**src/sv/mcr_pkg.sv**
```systemverilog
`timescale 1ns / 1ps
package mcr_pkg;

  localparam int MAX_RADIUS  = 31;
  localparam int COORD_BITS  = 8;
  localparam int RAD_IN_BITS = 5;
  localparam int COLOR_BITS  = 4;
  localparam int CNT_BITS    = 3;
  localparam int OFS_BITS    = $clog2(MAX_RADIUS + 1);
  localparam int SQ_BITS     = $clog2(MAX_RADIUS * MAX_RADIUS + 1);
  // decision terms reach about 2*r^3; keep headroom for the signed sums
  localparam int ACC_BITS    = $clog2(2 * MAX_RADIUS * MAX_RADIUS * MAX_RADIUS + 1) + 3;
  localparam int QUEUE_DEPTH = 2;

  localparam logic [COLOR_BITS-1:0] COLOR_RESET = COLOR_BITS'(6);
  localparam logic [CNT_BITS-1:0]   CNT_PAIR    = CNT_BITS'(2);
  localparam logic [CNT_BITS-1:0]   CNT_QUAD    = CNT_BITS'(4);

  typedef logic [COORD_BITS-1:0]        coord_t;
  typedef logic [OFS_BITS-1:0]          ofs_t;
  typedef logic [SQ_BITS-1:0]           sq_t;
  typedef logic signed [ACC_BITS-1:0]   acc_t;
  typedef logic [COLOR_BITS-1:0]        color_t;

  typedef struct packed {
    coord_t                 center_x;
    coord_t                 center_y;
    logic [RAD_IN_BITS-1:0] radius;
  } cmd_t;

  typedef struct packed {
    coord_t              x_plus;
    coord_t              x_minus;
    coord_t              y_minus;
    coord_t              y_plus;
    logic [CNT_BITS-1:0] pixel_count;
    color_t              color;
    logic                last;
  } grp_t;

  typedef struct packed {
    coord_t cx;
    coord_t cy;
    ofs_t   rad;
    sq_t    rsq;
    acc_t   rcube;
  } job_t;

endpackage

```
**src/sv/midpoint_circle_rasterizer.sv**
```systemverilog
// Path: a command passes the two front registers and the queue to reach the
//   stepping unit; each pixel group then waits in the pending register until the next group or the finish step.
// Throughput: one pixel group per cycle from the single stepping unit while out_ready
//   does not hold the output; the unit takes a new command only when it is back in idle.
// Reset: rst_n is synchronous, active low; it empties the pipeline and queue
//   and sets the color register to 6.
`timescale 1ns / 1ps
module midpoint_circle_rasterizer (
  input  logic            clk,
  input  logic            rst_n,
  input  logic            in_valid,
  output logic            in_ready,
  input  mcr_pkg::cmd_t   in_data,
  output logic            out_valid,
  input  logic            out_ready,
  output mcr_pkg::grp_t   out_data,
  input  logic            cfg_we,
  input  mcr_pkg::color_t cfg_data
);

  mcr_pkg::color_t color_r, color_nxt;
  logic            fj_valid, fj_ready;
  mcr_pkg::job_t   fj_data;
  logic            bj_valid, bj_ready;
  mcr_pkg::job_t   bj_data;

  assign color_nxt = cfg_we ? cfg_data : color_r;

  always_ff @(posedge clk) begin
    if (!rst_n) begin
      color_r <= mcr_pkg::COLOR_RESET;
    end else begin
      color_r <= color_nxt;
    end
  end

  mcr_front u_front (
    .clk       (clk),
    .rst_n     (rst_n),
    .in_valid  (in_valid),
    .in_ready  (in_ready),
    .in_data   (in_data),
    .job_valid (fj_valid),
    .job_ready (fj_ready),
    .job_data  (fj_data)
  );

  mcr_fifo u_queue (
    .clk        (clk),
    .rst_n      (rst_n),
    .push_valid (fj_valid),
    .push_ready (fj_ready),
    .push_data  (fj_data),
    .pop_valid  (bj_valid),
    .pop_ready  (bj_ready),
    .pop_data   (bj_data)
  );

  mcr_back u_back (
    .clk       (clk),
    .rst_n     (rst_n),
    .job_valid (bj_valid),
    .job_ready (bj_ready),
    .job_data  (bj_data),
    .color     (color_r),
    .out_valid (out_valid),
    .out_ready (out_ready),
    .out_data  (out_data)
  );

endmodule

```
**src/sv/mcr_front.sv**
```systemverilog
`timescale 1ns / 1ps
module mcr_front (
  input  logic             clk,
  input  logic             rst_n,
  input  logic             in_valid,
  output logic             in_ready,
  input  mcr_pkg::cmd_t    in_data,
  output logic             job_valid,
  input  logic             job_ready,
  output mcr_pkg::job_t    job_data
);

  logic              a_valid_r, a_valid_nxt;
  mcr_pkg::coord_t   a_cx_r, a_cx_nxt;
  mcr_pkg::coord_t   a_cy_r, a_cy_nxt;
  mcr_pkg::ofs_t     a_rad_r, a_rad_nxt;
  mcr_pkg::sq_t      a_rsq_r, a_rsq_nxt;
  logic              b_valid_r, b_valid_nxt;
  mcr_pkg::job_t     job_r, job_nxt;
  logic              b_free, a_adv;
  mcr_pkg::ofs_t     rad_sat;

  assign b_free    = !b_valid_r || job_ready;
  assign a_adv     = a_valid_r && b_free;
  assign in_ready  = !a_valid_r || a_adv;
  assign job_valid = b_valid_r;
  assign job_data  = job_r;

  always_comb begin
    if (int'(in_data.radius) > mcr_pkg::MAX_RADIUS) begin
      rad_sat = mcr_pkg::ofs_t'(mcr_pkg::MAX_RADIUS);
    end else begin
      rad_sat = mcr_pkg::ofs_t'(in_data.radius);
    end
  end

  always_comb begin
    a_valid_nxt = a_valid_r;
    a_cx_nxt    = a_cx_r;
    a_cy_nxt    = a_cy_r;
    a_rad_nxt   = a_rad_r;
    a_rsq_nxt   = a_rsq_r;
    b_valid_nxt = b_valid_r;
    job_nxt     = job_r;
    if (b_free) begin
      b_valid_nxt = a_valid_r;
    end
    if (a_adv) begin
      job_nxt.cx    = a_cx_r;
      job_nxt.cy    = a_cy_r;
      job_nxt.rad   = a_rad_r;
      job_nxt.rsq   = a_rsq_r;
      job_nxt.rcube = mcr_pkg::acc_t'(mcr_pkg::acc_t'(a_rsq_r) * mcr_pkg::acc_t'(a_rad_r));
    end
    if (in_ready) begin
      a_valid_nxt = in_valid;
    end
    if (in_valid && in_ready) begin
      a_cx_nxt  = in_data.center_x;
      a_cy_nxt  = in_data.center_y;
      a_rad_nxt = rad_sat;
      a_rsq_nxt = mcr_pkg::sq_t'(mcr_pkg::acc_t'(rad_sat) * mcr_pkg::acc_t'(rad_sat));
    end
  end

  always_ff @(posedge clk) begin
    if (!rst_n) begin
      a_valid_r <= 1'b0;
      b_valid_r <= 1'b0;
    end else begin
      a_valid_r <= a_valid_nxt;
      b_valid_r <= b_valid_nxt;
    end
  end

  always_ff @(posedge clk) begin
    a_cx_r  <= a_cx_nxt;
    a_cy_r  <= a_cy_nxt;
    a_rad_r <= a_rad_nxt;
    a_rsq_r <= a_rsq_nxt;
    job_r   <= job_nxt;
  end

endmodule

```
**src/sv/mcr_fifo.sv**
```systemverilog
`timescale 1ns / 1ps
module mcr_fifo (
  input  logic          clk,
  input  logic          rst_n,
  input  logic          push_valid,
  output logic          push_ready,
  input  mcr_pkg::job_t push_data,
  output logic          pop_valid,
  input  logic          pop_ready,
  output mcr_pkg::job_t pop_data
);

  localparam int PTR_BITS = (mcr_pkg::QUEUE_DEPTH > 1) ? $clog2(mcr_pkg::QUEUE_DEPTH) : 1;
  localparam int CNT_W    = $clog2(mcr_pkg::QUEUE_DEPTH + 1);

  mcr_pkg::job_t        mem_r [mcr_pkg::QUEUE_DEPTH];
  logic [PTR_BITS-1:0]  wr_ptr_r, wr_ptr_nxt;
  logic [PTR_BITS-1:0]  rd_ptr_r, rd_ptr_nxt;
  logic [CNT_W-1:0]     cnt_r, cnt_nxt;
  logic                 push, pop;

  assign push_ready = (cnt_r != CNT_W'(mcr_pkg::QUEUE_DEPTH));
  assign pop_valid  = (cnt_r != '0);
  assign pop_data   = mem_r[rd_ptr_r];
  assign push       = push_valid && push_ready;
  assign pop        = pop_valid && pop_ready;

  function automatic logic [PTR_BITS-1:0] ptr_inc(input logic [PTR_BITS-1:0] p);
    if (int'(p) == mcr_pkg::QUEUE_DEPTH - 1) begin
      return '0;
    end
    return PTR_BITS'(p + 1'b1);
  endfunction

  always_comb begin
    wr_ptr_nxt = push ? ptr_inc(wr_ptr_r) : wr_ptr_r;
    rd_ptr_nxt = pop ? ptr_inc(rd_ptr_r) : rd_ptr_r;
    cnt_nxt    = cnt_r;
    if (push && !pop) begin
      cnt_nxt = CNT_W'(cnt_r + 1'b1);
    end else if (pop && !push) begin
      cnt_nxt = CNT_W'(cnt_r - 1'b1);
    end
  end

  always_ff @(posedge clk) begin
    if (!rst_n) begin
      wr_ptr_r <= '0;
      rd_ptr_r <= '0;
      cnt_r    <= '0;
    end else begin
      wr_ptr_r <= wr_ptr_nxt;
      rd_ptr_r <= rd_ptr_nxt;
      cnt_r    <= cnt_nxt;
    end
  end

  always_ff @(posedge clk) begin
    if (push) begin
      mem_r[wr_ptr_r] <= push_data;
    end
  end

endmodule

```
**src/sv/mcr_back.sv**
```systemverilog
`timescale 1ns / 1ps
module mcr_back (
  input  logic            clk,
  input  logic            rst_n,
  input  logic            job_valid,
  output logic            job_ready,
  input  mcr_pkg::job_t   job_data,
  input  mcr_pkg::color_t color,
  output logic            out_valid,
  input  logic            out_ready,
  output mcr_pkg::grp_t   out_data
);

  localparam logic [2:0] ST_IDLE = 3'd0;
  localparam logic [2:0] ST_VAX  = 3'd1;
  localparam logic [2:0] ST_UP   = 3'd2;
  localparam logic [2:0] ST_HAX  = 3'd3;
  localparam logic [2:0] ST_LO   = 3'd4;
  localparam logic [2:0] ST_FIN  = 3'd5;

  logic [2:0]       state_r, state_nxt;
  mcr_pkg::coord_t  cx_r, cx_nxt;
  mcr_pkg::coord_t  cy_r, cy_nxt;
  mcr_pkg::ofs_t    r_r, r_nxt;
  mcr_pkg::acc_t    rsq_r, rsq_nxt;
  mcr_pkg::acc_t    thi_r, thi_nxt;
  mcr_pkg::acc_t    a0_r, a0_nxt;
  mcr_pkg::ofs_t    u_r, u_nxt;
  mcr_pkg::ofs_t    v_r, v_nxt;
  mcr_pkg::acc_t    ag_r, ag_nxt;
  mcr_pkg::acc_t    as_r, as_nxt;
  mcr_pkg::acc_t    th_r, th_nxt;
  logic             pend_valid_r, pend_valid_nxt;
  mcr_pkg::grp_t    pend_r, pend_nxt;
  logic             out_valid_r, out_valid_nxt;
  mcr_pkg::grp_t    out_data_r, out_data_nxt;

  logic             adv, produce, brk, dec;
  mcr_pkg::grp_t    grp;
  mcr_pkg::acc_t    rsq2, th1, th2, as1, ag1;
  mcr_pkg::ofs_t    u1, v1;
  mcr_pkg::ofs_t    ofs_x, ofs_y;

  assign job_ready = (state_r == ST_IDLE);
  assign adv       = !out_valid_r || out_ready;
  assign out_valid = out_valid_r;
  assign out_data  = out_data_r;
  assign rsq2      = mcr_pkg::acc_t'(rsq_r <<< 1);

  // one midpoint step; u grows, v shrinks when the decision term is non-negative, roles of x and y swap per region
  always_comb begin
    th1 = mcr_pkg::acc_t'(th_r + ag_r + rsq_r);
    dec = !th1[mcr_pkg::ACC_BITS-1];
    as1 = dec ? mcr_pkg::acc_t'(as_r - rsq2) : as_r;
    th2 = dec ? mcr_pkg::acc_t'(th1 - as1) : th1;
    v1  = dec ? mcr_pkg::ofs_t'(v_r - 1'b1) : v_r;
    ag1 = mcr_pkg::acc_t'(ag_r + rsq2);
    u1  = mcr_pkg::ofs_t'(u_r + 1'b1);
    if (state_r == ST_UP) begin
      brk = (ag1 >= as1);
    end else begin
      brk = (ag1 > as1);
    end
  end

  always_comb begin
    produce = 1'b0;
    ofs_x   = '0;
    ofs_y   = '0;
    grp.pixel_count = mcr_pkg::CNT_PAIR;
    case (state_r)
      ST_VAX: begin
        produce = 1'b1;
        ofs_y   = r_r;
      end
      ST_UP: begin
        produce = !brk;
        ofs_x   = u1;
        ofs_y   = v1;
        grp.pixel_count = mcr_pkg::CNT_QUAD;
      end
      ST_HAX: begin
        produce = 1'b1;
        ofs_x   = r_r;
      end
      ST_LO: begin
        produce = !brk;
        ofs_x   = v1;
        ofs_y   = u1;
        grp.pixel_count = mcr_pkg::CNT_QUAD;
      end
      default: begin
        produce = 1'b0;
      end
    endcase
    grp.x_plus  = mcr_pkg::coord_t'(cx_r + mcr_pkg::coord_t'(ofs_x));
    grp.x_minus = mcr_pkg::coord_t'(cx_r - mcr_pkg::coord_t'(ofs_x));
    grp.y_minus = mcr_pkg::coord_t'(cy_r - mcr_pkg::coord_t'(ofs_y));
    grp.y_plus  = mcr_pkg::coord_t'(cy_r + mcr_pkg::coord_t'(ofs_y));
    grp.color   = color;
    grp.last    = 1'b0;
  end

  always_comb begin
    state_nxt      = state_r;
    cx_nxt         = cx_r;
    cy_nxt         = cy_r;
    r_nxt          = r_r;
    rsq_nxt        = rsq_r;
    thi_nxt        = thi_r;
    a0_nxt         = a0_r;
    u_nxt          = u_r;
    v_nxt          = v_r;
    ag_nxt         = ag_r;
    as_nxt         = as_r;
    th_nxt         = th_r;
    pend_valid_nxt = pend_valid_r;
    pend_nxt       = pend_r;
    out_valid_nxt  = out_valid_r && !out_ready;
    out_data_nxt   = out_data_r;

    if (state_r == ST_IDLE) begin
      if (job_valid) begin
        cx_nxt    = job_data.cx;
        cy_nxt    = job_data.cy;
        r_nxt     = job_data.rad;
        rsq_nxt   = mcr_pkg::acc_t'(job_data.rsq);
        thi_nxt   = mcr_pkg::acc_t'(mcr_pkg::acc_t'(job_data.rsq >> 2) - job_data.rcube);
        a0_nxt    = mcr_pkg::acc_t'(job_data.rcube <<< 1);
        state_nxt = ST_VAX;
      end
    end else if (adv) begin
      // hold each group back until the next is produced so the final one can carry last
      if (produce) begin
        if (pend_valid_r) begin
          out_valid_nxt = 1'b1;
          out_data_nxt  = pend_r;
        end
        pend_valid_nxt = 1'b1;
        pend_nxt       = grp;
      end
      case (state_r)
        ST_VAX, ST_HAX: begin
          u_nxt  = '0;
          v_nxt  = r_r;
          ag_nxt = '0;
          as_nxt = a0_r;
          th_nxt = thi_r;
          if (r_r == '0) begin
            state_nxt = (state_r == ST_VAX) ? ST_HAX : ST_FIN;
          end else begin
            state_nxt = (state_r == ST_VAX) ? ST_UP : ST_LO;
          end
        end
        ST_UP, ST_LO: begin
          if (brk) begin
            state_nxt = (state_r == ST_UP) ? ST_HAX : ST_FIN;
          end else begin
            u_nxt  = u1;
            v_nxt  = v1;
            ag_nxt = ag1;
            as_nxt = as1;
            th_nxt = th2;
          end
        end
        ST_FIN: begin
          out_valid_nxt     = 1'b1;
          out_data_nxt      = pend_r;
          out_data_nxt.last = 1'b1;
          pend_valid_nxt    = 1'b0;
          state_nxt         = ST_IDLE;
        end
        default: begin
          state_nxt = ST_IDLE;
        end
      endcase
    end
  end

  always_ff @(posedge clk) begin
    if (!rst_n) begin
      state_r      <= ST_IDLE;
      pend_valid_r <= 1'b0;
      out_valid_r  <= 1'b0;
    end else begin
      state_r      <= state_nxt;
      pend_valid_r <= pend_valid_nxt;
      out_valid_r  <= out_valid_nxt;
    end
  end

  always_ff @(posedge clk) begin
    cx_r       <= cx_nxt;
    cy_r       <= cy_nxt;
    r_r        <= r_nxt;
    rsq_r      <= rsq_nxt;
    thi_r      <= thi_nxt;
    a0_r       <= a0_nxt;
    u_r        <= u_nxt;
    v_r        <= v_nxt;
    ag_r       <= ag_nxt;
    as_r       <= as_nxt;
    th_r       <= th_nxt;
    pend_r     <= pend_nxt;
    out_data_r <= out_data_nxt;
  end

  a_job_when_drained: assert property (@(posedge clk) disable iff (!rst_n)
    job_valid && job_ready |-> !pend_valid_r)
    else $error("job taken while a group is still held");

  a_fin_has_group: assert property (@(posedge clk) disable iff (!rst_n)
    state_r == ST_FIN |-> pend_valid_r)
    else $error("finish step without a held group");

  a_out_from_pend: assert property (@(posedge clk) disable iff (!rst_n)
    $rose(out_valid_r) |-> $past(pend_valid_r))
    else $error("output loaded without a held group");

  a_count_code: assert property (@(posedge clk) disable iff (!rst_n)
    out_valid_r |-> (out_data_r.pixel_count == mcr_pkg::CNT_PAIR ||
                     out_data_r.pixel_count == mcr_pkg::CNT_QUAD))
    else $error("bad pixel count on output");

endmodule
```
**config.mk**
```make
export PLATFORM = sky130hd
export DESIGN_NAME = midpoint_circle_rasterizer
export DESIGN_NICKNAME = d
export VERILOG_FILES = /design/src/sv/mcr_pkg.sv /design/src/sv/midpoint_circle_rasterizer.sv /design/src/sv/mcr_front.sv /design/src/sv/mcr_fifo.sv /design/src/sv/mcr_back.sv
export SDC_FILE = /design/constraint.sdc
export NUM_CORES = 1
export LEC_CHECK = 0
export BUFFER_PORTS_ARGS = -buffer_cell sky130_fd_sc_hd__buf_4
export CAP_MARGIN = 20
export CORE_UTILIZATION = 55
export DETAILED_ROUTE_END_ITERATION = 8
export PLACE_DENSITY = 0.75
export SYNTH_ARGS = -nofsm -noshare
export SYNTH_HDL_FRONTEND = slang
export SYNTH_HIERARCHICAL = 1
export SYNTH_SLANG_ARGS = --single-unit
export TNS_END_PERCENT = 30
```
**constraint.sdc**
```tcl
create_clock -name clk -period 8.7 [get_ports clk]
set_input_delay 0 -clock clk [delete_from_list [all_inputs] [get_ports clk]]
set_output_delay 0 -clock clk [all_outputs]
set_load 0.05 [all_outputs]
```
# Word level (Yosys, flattened, before mapping)
# Memory sizes are Yosys's and may differ from the RTL's. A register that Yosys moved wholly into a read port is not among the register bits.
# Cells that the tools add are included.
dict set report totals {
  reg_bits 310
  ramBits 100
  mem_count 1
  input_bits 30
}
dict set report op_classes {
  muxes 49
  bitwise 1
  mul 2
  addsub 16
  eq_ne 9
  magnitude_cmp 2
  reduce_logical 33
}
# name words word_bits read_ports rd_ports_with_merged_regs wr line_no
set memory_table {}
lappend memory_table {u_queue.mem_r 2 50 1 1 1 mcr_fifo.sv:16} ;# mcr_pkg::job_t mem_r [mcr_pkg::QUEUE_DEPTH];
# cell n
set op_table {}
lappend op_table {{$mux 40} 3}
lappend op_table {{$pmux 19 s2} 3}
lappend op_table {{$mux 19} 5}
lappend op_table {{$pmux 5 s3} 2}
lappend op_table {{$mux 3} 9}
lappend op_table {{$pmux 5 s2} 2}
lappend op_table {{$add 19x11->19} 1}
lappend op_table {{$add 19x12->19} 1}
lappend op_table {{$add 19x19->19} 1}
lappend op_table {{$ge 19x19->1} 1}
lappend op_table {{$gt 19x19->1} 1}
lappend op_table {{$sub 19x12->19} 1}
lappend op_table {{$sub 19x19->19} 1}
lappend op_table {{$sub 9x19->19} 1}
lappend op_table {{$mux 1} 18}
lappend op_table {{$add 8x5->8} 2}
lappend op_table {{$sub 8x5->8} 2}
lappend op_table {{$mul 10x5->15} 1}
lappend op_table {{$mux 5} 3}
lappend op_table {{$reduce_bool 2->1} 6}
lappend op_table {{$mul 5x5->10} 1}
lappend op_table {{$reduce_and 3->1} 3}
lappend op_table {{$reduce_and 4->1} 2}
lappend op_table {{$logic_and 1x1->1} 7}
lappend op_table {{21 further kinds} 35}

# Depth between registers and ports, before layout
# Gate-level depths: netlist (run 1).
dict set report logic_depth {
  ltp_word 11
  mapped_depth 25
}

# Cells and area by module
# The synthesis (run 1) kept the hierarchy.
# mod seq_area_each_um2 instances area_each_um2 cells_per_inst
set modules_own_cells {}
lappend modules_own_cells {mcr_back 6286.0 1 12619.6 1134}
lappend modules_own_cells {mcr_front 2202.1 1 4062.6 306}
lappend modules_own_cells {mcr_fifo 3103.0 1 3837.4 180}
lappend modules_own_cells {midpoint_circle_rasterizer 80.1 1 145.1 13}

# Worst setup path before layout (run 1)
# No wires, ideal clock.
dict set report synth_path {
  kind {reg-to-reg}
  start {register u_back.rsq_r[9]}
  end {register u_back.ag_r[10] (enable)}
  t_arrival_ns 7.180
  required_ns 8.247
  synth_period_minus_slack_ns 7.633
  setup_time_ns 0.453
  stages_incl_launch_ff 22
  path_slack_ns 1.067
  cell_sequence {edfxtp_1 > fa_1 > ha_1 > a21oi_1 > o21ai_1 > a221o_1 > o31ai_1 > and2_0 > clkbuf_1 > clkbuf_1 > nand2_1 > o31a_1 > ha_1 > a21o_1 > a21o_1 > a21oi_1 > o21ai_0 > a21o_1 > a21oi_1 > o21ai_0 > o41a_1 > a31oi_2}
}
dict set report synth_via {
  elab_chain_len 6
}
# element line_no
set synth_rtl {}
lappend synth_rtl {{start, declared} mcr_back.sv:25} ;# mcr_pkg::acc_t rsq_r, rsq_nxt;
lappend synth_rtl {{start signal, assigned} mcr_back.sv:196} ;# rsq_r <= rsq_nxt;
lappend synth_rtl {{$add 19x11->19 / $sub 19x12->19 (equally long branches)} {mcr_back.sv:52, mcr_back.sv:54}}
lappend synth_rtl {{$mux 19} mcr_back.sv:54} ;# as1 = dec ? mcr_pkg::acc_t'(as_r - rsq2) : as_r;
lappend synth_rtl {{$gt 19x19->1 / $ge 19x19->1 (equally long branches)} {mcr_back.sv:62, mcr_back.sv:60}}
lappend synth_rtl {{$mux 1 (*)} mcr_back.sv:59} ;# if (state_r == ST_UP) begin
lappend synth_rtl {{$ne 2x2->1 (no source line) (*)} -}
lappend synth_rtl {{$reduce_and 4->1 (no source line) (*)} -}
lappend synth_rtl {{end signal, assigned} mcr_back.sv:201} ;# ag_r <= ag_nxt;
lappend synth_rtl {{end, declared} mcr_back.sv:30} ;# mcr_pkg::acc_t ag_r, ag_nxt;
# Mark *: on every way between the ends. The rest lies on a longest branch, timed or not.
# A chain may end at the register's enable or synchronous reset.

# Worst setup path after layout (run 1)
dict set report layout_path {
  start {register u_back.rsq_r[9]}
  end {register u_back.as_r[12] (enable)}
}
dict set report layout_via {
  elab_chain_len 6
}
# element line_no
set layout_rtl {}
lappend layout_rtl {{$add 19x11->19 / $sub 19x12->19 (equally long branches)} {mcr_back.sv:52, mcr_back.sv:54}}
lappend layout_rtl {{$mux 19} mcr_back.sv:54}
lappend layout_rtl {{$gt 19x19->1 / $ge 19x19->1 (equally long branches)} {mcr_back.sv:62, mcr_back.sv:60}}
lappend layout_rtl {{$mux 1 (*)} mcr_back.sv:59}
lappend layout_rtl {{$ne 2x2->1 (no source line) (*)} -}
lappend layout_rtl {{$reduce_and 4->1 (no source line) (*)} -}
lappend layout_rtl {{end signal, assigned} mcr_back.sv:202} ;# as_r <= as_nxt;
lappend layout_rtl {{end, declared} mcr_back.sv:31} ;# mcr_pkg::acc_t as_r, as_nxt;
# Marked as above.

==> results by group, run 1 <==
Floorplan
  – Full die area: 38400 um2
  – Cell row count: 70
  – Die W: 196 um
  – Initial Util: 56.2%
  – # IOs: 72
  – Core area: 36800 um2
  – Die height: 196 um

Placed design
  – DP Worst Slack: 1.55 ns
  – Port Buffers: 70
  – DP Area: 21800 um2
  – Placed wire-length estimate: 28600 um
  – GP Congestion: 0.976

STA
  – Crit path time final: 7.06 ns
  – Max-slew violations: 0
  – RSZ-0062 raised after global routing: false
  – Final worst-path setup slack: 1.64 ns
  – Final hold vios: 0
  – Slew margin rel.: 39.9%
  – Final worst-path cycle share: 81.1%
  – Peak Freq: 0.142 GHz
  – Setup TNS: 0 ns
  – Slew @ Worst Pin: 0.894 ns
  – Worst hold slack: 0.151 ns
  – Endpoints failing setup: 0
  – Clk_skew: 0.0413 ns

Clock tree
  – Worst skew pair latency: 0.58 ns
  – CTS max path bufs: 3
  – Clock Pin Slew Worst Setup and Hold Paths: 0.06 ns
  – Num Clock Sinks: 394
  – Htree depth: 2
  – CTS buffer count: 42
  – CTS tree: built
  – Root buf cell: clkbuf_16
  – Post_cts resized: 0

Worst hold path
  – Hold crit path type: primary input to flop
  – Worst Min Path Start: in_data[17]

Setup path
  – Sequence of cells on the critical path: fa_1 -> ha_1 -> a21oi_1 -> o21ai_1 -> a221o_1 -> or4_4 -> and2_0 -> buf_4 -> nor2_1 -> nand3_1 -> nor4_1 -> xnor2_1 -> ha_1 -> nand4_1 -> nor4_1 -> nand2_1 -> inv_1 -> nand4_1 -> nor3_1 -> o21ai_0 -> a31oi_4 -> buf_12
  – Reg2reg start: u_back/rsq_r[9]
  – Critical path launch point type: flop
  – CP endpoint kind: flop
  – CP required: 8.91 ns
  – Worst EP arrival: 7.27 ns
  – CP Launch Point: u_back/rsq_r[9]
  – CP Buf/Inv Count: 3
  – Worst path max stage delay: 0.59 ns
  – Delay-heaviest family, CP: simple AND/OR/NAND/NOR gates
  – Crit-path max FO: 56
  – CP Class: flop to flop
  – Critical-path top delay cell: nor4_1

GRT
  – Global-route wire length before repair: 65400 um
  – Initial antenna violation count: 0
  – Grt met1 use: 30.1%
  – GR peak layer: met2
  – Global Route met3 Usage: 4.31%
  – Gr usage total: 21.8%
  – Overflow after GRT: 0
  – Met2 Usage GRT: 35.0%
  – Vias in the first global route: 12700
  – Largest net degree at the start of global routing: 69

Logic synthesis
  – Post-synthesis sequential area ratio: 56.5%
  – Most area-consuming cells after synthesis: edfxtp_1 55%, ha_1 8.5%, fa_1 4.0%
  – Avg Cell Area, Syn: 12.7 um2
  – Synth Warn #: 6
  – Post-synthesis compound-gate area fraction: 9.58%
  – Syn Inst Count: 1633
  – Synth Area in Adders: 12.6%
  – Count leader, synth: edfxtp_1
  – Commonest cells post-synth: 378 x edfxtp_1, 141 x ha_1, 129 x nand2_1, 121 x inv_1, 84 x a21oi_1
  – Synth Area in XOR/XNOR: 5.09%
  – Number of flops mapped to enable cells by yosys: 378
  – Share of the synthesized area in the top cell type: 54.9%
  – Area leader, netlist: edfxtp_1
  – Synth Register Bits: 394
  – Synth Area in Simple Gates: 9.52%
  – Netlist cell types: 85
  – Post-synthesis mux area share: 3.49%
  – Largest family of logic cells by synthesized area: adder cells
  – Cell area after synthesis: 20700 um2
  – FFs w/ async S/R, synth: 0%
  – Main flop type after synthesis: edfxtp_1

Layout
  – Number of diodes: 0
  – Finished Cell Area: 23600 um2
  – Area of the multi-input gates: 8390 um2
  – Area Growth Syn to Fin: 14.2%
  – Reg area: 11700 um2
  – NumNets Final: 1970
  – Fillers: 2678
  – Share of cells above drive strength 1: 13.2%

Detailed routing
  – Drt pass-1 iters: 5
  – Iter 0 DRT Violations: 912
  – Final WL: 40500 um
  – DR vias: 12700
  – Remaining DRCs: 0
  – Drt wl/cell: 17.9 um
  – Vias per cell: 5.61
  – Post-DRT Antenna Nets: 0

Status
  – Outcome: complete, no violations

Run
  – Total of max-cap violations: 0
[area by class of cell]
class | count | area share [%]
sequential | 394 | 49.5
multi-input combinational | 1076 | 35.5
clock buffer | 52 | 4.97
timing repair buffer | 123 | 4.56
tap | 468 | 2.48
inverter | 121 | 1.92
clock inverter | 26 | 1.08
[metal layers]
| metal | share of wire (%) | wire (um) | up-vias |
|---|---|---|---|
| met2 | 46 | 18700 | 316 |
| met5 | 0 | 0 | - |
| met1 | 46 | 18500 | 6143 |
| met4 | 2.2 | 892 | 0 |
| li1 | - | - | 6158 |
| met3 | 5.9 | 2390 | 67 |
[state kept, by name, summed over array words and instances, names as in the netlist, 8 cells and up, named ones only]
| name | cells |
|---|---|
| u_front/a_rsq_r | 8 |
| u_back/rsq_r | 10 |
| u_back/thi_r | 19 |
| u_front/a_cy_r | 8 |
| u_back/ag_r | 18 |
| u_front/job_data | 43 |
| u_back/a0_r | 18 |
| u_back/cy_r | 8 |
| u_queue/mem_r | 100 |
| u_back/cx_r | 8 |
| u_back/as_r | 18 |
| u_back/pend_r | 36 |
| u_front/a_cx_r | 8 |
| u_back/out_data | 37 |
| u_back/th_r | 19 |
[kinds of logic after synthesis]
logic type | after synthesis
simple gates | 400
flops | 394
other cells | 2
mux | 65
buf+inv | 167
xor+xnor | 120
compound gates | 302
fa+ha+maj | 183
[worst paths after layout]
| kind | slack [ns] | cells past startpoint | to |
|---|---|---|---|
| min reg2reg | 0.42 | 0 | u_front/job_data[37] |
| max reg2reg | 1.64 | 22 | u_back/as_r[12] |
| max | 1.64 | 22 | u_back/as_r[12] |
| min | 0.15 | 2 | u_front/a_cx_r[4] |
[timing repair]
action | in CTS | in global routing
buffers inserted | 0 | 0
hold buffers | 38 | 0
endpoints found under the hold margin | 41 | 0
[per-stage QoR]
stage | instances | utilization, %
6_report | 2260 | 64.2
2_1_floorplan | 1637 | -
3_3_place_gp | 2141 | 59.1
3_5_place_dp | 2142 | 59.1
4_1_cts | 2258 | 64.0
5_1_grt | 2260 | 64.2
[placed cells by master (no fill, tap or decap), types with 7 or more instances in the layout]
cell type,Yosys,layout
a21boi_0,8,8
a21o_1,31,31
a21oi_1,84,82
a31oi_1,11,10
and2_1,54,53
buf_4,10,81
clkbuf_16,0,45
clkinv_2,0,8
dfxtp_1,16,15
dlygate4sd3_1,0,38
edfxtp_1,378,378
fa_1,41,41
ha_1,141,141
inv_1,121,119
mux2_2,48,48
mux2i_1,12,12
nand2_1,129,129
nand2b_1,15,15
nand3_1,18,18
nand4_1,11,11
nor2_1,83,83
nor2b_1,22,21
nor3_1,21,21
nor4_1,7,7
o21a_1,12,12
o21ai_0,68,68
o21bai_1,13,13
o22a_1,10,10
or3_1,12,12
xnor2_1,69,69
xor2_1,51,51
Power of run 1 is not shown: default switching activity piles up to over one toggle a cycle in this logic, so the estimate is an artifact.
==> run 2, diff against run 1 <==
--- a/config.mk
+++ b/config.mk
@@ -5,11 +5,12 @@
 export SDC_FILE = /design/constraint.sdc
 export NUM_CORES = 1
 export LEC_CHECK = 0
+export ABC_AREA = 1
 export BUFFER_PORTS_ARGS = -buffer_cell sky130_fd_sc_hd__buf_4
 export CAP_MARGIN = 20
 export CORE_UTILIZATION = 55
 export DETAILED_ROUTE_END_ITERATION = 8
-export PLACE_DENSITY = 0.75
+export PLACE_DENSITY = 0.78
 export SYNTH_ARGS = -nofsm -noshare
 export SYNTH_HDL_FRONTEND = slang
 export SYNTH_HIERARCHICAL = 1
==> constraint.sdc (replaced) <==
create_clock -name clk -period 6.3 [get_ports clk]
set_input_delay 0 -clock clk [delete_from_list [all_inputs] [get_ports clk]]
set_output_delay 0 -clock clk [all_outputs]
set_load 0.05 [all_outputs]
==> run 2 against run 1 <==
Design area rose by 2.6%. Wire length rose by 13%. First-iteration DRC count rose by 27%. Setup slack got worse by 1.1 ns. Synthesized cell count rose by 17%. Synthesized area rose by 3.1%. Critical path depth rose by 9. Global-route usage rose by 2.1 points. Via count rose by 9.8%. Maximum frequency rose by 22%. Sequential share of layout area fell by 1.2 points. Final cell count rose by 14%. Critical endpoint is now u_back/out_data[10]. Largest cell class unchanged.
==> results by group, run 2 <==
Setup path
  – CP dominant cell by count: nand3_1
  – Reg-to-reg slack, setup: 0.51 ns
  – Critical-path top delay cell: fa_1
  – Crit-path max FO: 37
  – CP endpoint kind: flop
  – Critical path launch point type: flop
  – Worst path max stage delay: 0.55 ns
  – CP Buf/Inv Count: 2
  – Worst EP arrival: 5.99 ns
  – CP required: 6.50 ns
  – Delay-heaviest family, CP: simple AND/OR/NAND/NOR gates
  – CP Class: flop to flop

Detailed routing
  – Remaining DRCs: 0
  – Vias per cell: 5.39
  – Iter 0 DRT Violations: 1161
  – Drt wl/cell: 17.7 um
  – Post-DRT Antenna Nets: 0
  – DR vias: 13900
  – Final WL: 45800 um
  – Drt pass-1 iters: 6

Placed design
  – Port Buffers: 70
  – GP Congestion: 0.895
  – DP Area: 22400 um2
  – Placed wire-length estimate: 32100 um

STA
  – Endpoints failing setup: 0
  – Final worst-path cycle share: 91.9%
  – Final hold vios: 0
  – RSZ-0062 raised after global routing: false
  – Slew @ Worst Pin: 0.886 ns
  – Setup TNS: 0 ns
  – Max-slew violations: 0
  – Slew margin rel.: 40.9%
  – Peak Freq: 0.173 GHz
  – Clk_skew: 0.0299 ns
  – Crit path time final: 5.79 ns

Clock tree
  – CTS tree: built
  – Post_cts resized: 0
  – Num Clock Sinks: 394
  – Hold_buf cts: 35
  – Clock Pin Slew Worst Setup and Hold Paths: 0.07 ns
  – CTS max path bufs: 3
  – Setup bufs post-CTS: 0
  – Htree depth: 2
  – CTS buffer count: 41
  – Root buf cell: clkbuf_16
  – Worst skew pair latency: 0.57 ns

Status
  – Outcome: complete, no violations

Floorplan
  – Core area: 37900 um2
  – Die W: 199 um
  – Initial Util: 56.2%
  – Cell row count: 71
  – # IOs: 72
  – Die height: 199 um
  – Full die area: 39500 um2

Layout
  – Most frequent cells in the layout: 378 x edfxtp_1, 347 x nand2_1, 287 x inv_1, 141 x ha_1, 107 x nor2_1
  – Finished Cell Area: 24200 um2
  – Area Growth Syn to Fin: 13.6%
  – Max FFs per register: 100
  – Share of cells above drive strength 1: 12.7%
  – Number of diodes: 0
  – Reg with most FFs: u_queue/mem_r
  – Most common cell after layout, fill and taps aside: edfxtp_1
  – NumNets Final: 2254

GRT
  – Gr usage total: 23.9%
  – Global-route wire length before repair: 72400 um
  – Overflow after GRT: 0
  – Vias in the first global route: 13900
  – Largest net degree at the start of global routing: 66
  – Initial antenna violation count: 0

Logic synthesis
  – Syn Inst Count: 1912
  – Count leader, synth: edfxtp_1
  – Post-synthesis sequential area ratio: 54.8%
  – Main flop type after synthesis: edfxtp_1
  – Synth Warn #: 6
  – Number of flops mapped to enable cells by yosys: 378
  – Netlist cell types: 61
  – Synth Register Bits: 394
  – FFs w/ async S/R, synth: 0%
  – Most area-consuming cells after synthesis: edfxtp_1 53%, ha_1 8.3%, nand2_1 6.1%
  – Commonest cells post-synth: 378 x edfxtp_1, 347 x nand2_1, 288 x inv_1, 141 x ha_1, 111 x nor2_1
  – Cell area after synthesis: 21300 um2
  – Share of the synthesized area in the top cell type: 53.3%
  – Avg Cell Area, Syn: 11.1 um2
  – Area leader, netlist: edfxtp_1

Worst hold path
  – Hold crit path type: primary input to flop

Run
  – Total of max-cap violations: 0
## run 2: changes by cell type after synthesis, moves of 22 or more
cell,change
mux2_4,+49
a21o_1,-28
inv_1,+167
nand2_1,+218
mux2_2,-48
xnor2_1,-40
nand3_1,+57
nor2_1,+28
nor2b_1,-22
xor2_1,+23
and2_1,-53
## run 2: final cells by class
cell class / instances / area (um2)
multi-input cells: 1188 / 8320
well taps: 511 / 639
inverters: 294 / 1100
clock inverters: 29 / 389
clock buffers: 43 / 1030
flip-flops and latches: 394 / 11700
repair buffers: 123 / 1040
fillers: 2792 / 13700
## run 2: cell families (layout without fill, tap and decap cells)
family	count (synthesis)	in the layout	share of synthesized area [%]
AOI/OAI and AO/OA	235	235	6.33
xor gates and xnor gates	105	105	4.39
adders and majority gates	182	182	12.1
buffers and inverters	334	489	6.48
DFF	394	394	54.8
muxes	51	51	3.57
other	2	6	0.0353
and+or+nand+nor	609	609	12.3
## run 2: worst paths after layout
check / start / to / cells after the start
worst min register to register: u_back/pend_r[7] / u_back/out_data[7] / 0
worst min-delay path: in_data[12] / u_front/a_cy_r[7] / 2
worst max register to register: u_back/ag_r[2] / u_back/out_data[10] / 31
worst max-delay path: u_back/ag_r[2] / u_back/out_data[10] / 31
## run 2: metal layers
| layer | vias to the layer above | track usage (%) | wire length [um] |
|---|---|---|---|
| li1 | 6716 | - | - |
| met1 | 6708 | 32.1 | 19900 |
| met2 | 420 | 40.2 | 22200 |
| met3 | 80 | 3.14 | 2540 |
| met4 | 0 | 7.49 | 1180 |
| met5 | - | 0 | 0 |
## run 2: stage by stage
stage / instances / util [%] / worst slack [ns] / hold slack [ns]
3_3_place_gp: 2474 / 59.1 / 0.802 / 0.178
2_1_floorplan: 1916 / - / 0.394 / 0.0841
4_1_cts: 2581 / 63.7 / 0.593 / 0.138
5_1_grt: 2582 / 63.8 / 0.108 / 0.140
3_5_place_dp: 2474 / 59.1 / 0.634 / 0.179
6_report: 2582 / 63.8 / 0.509 / 0.156
Power of run 2 is left out for the same reason.
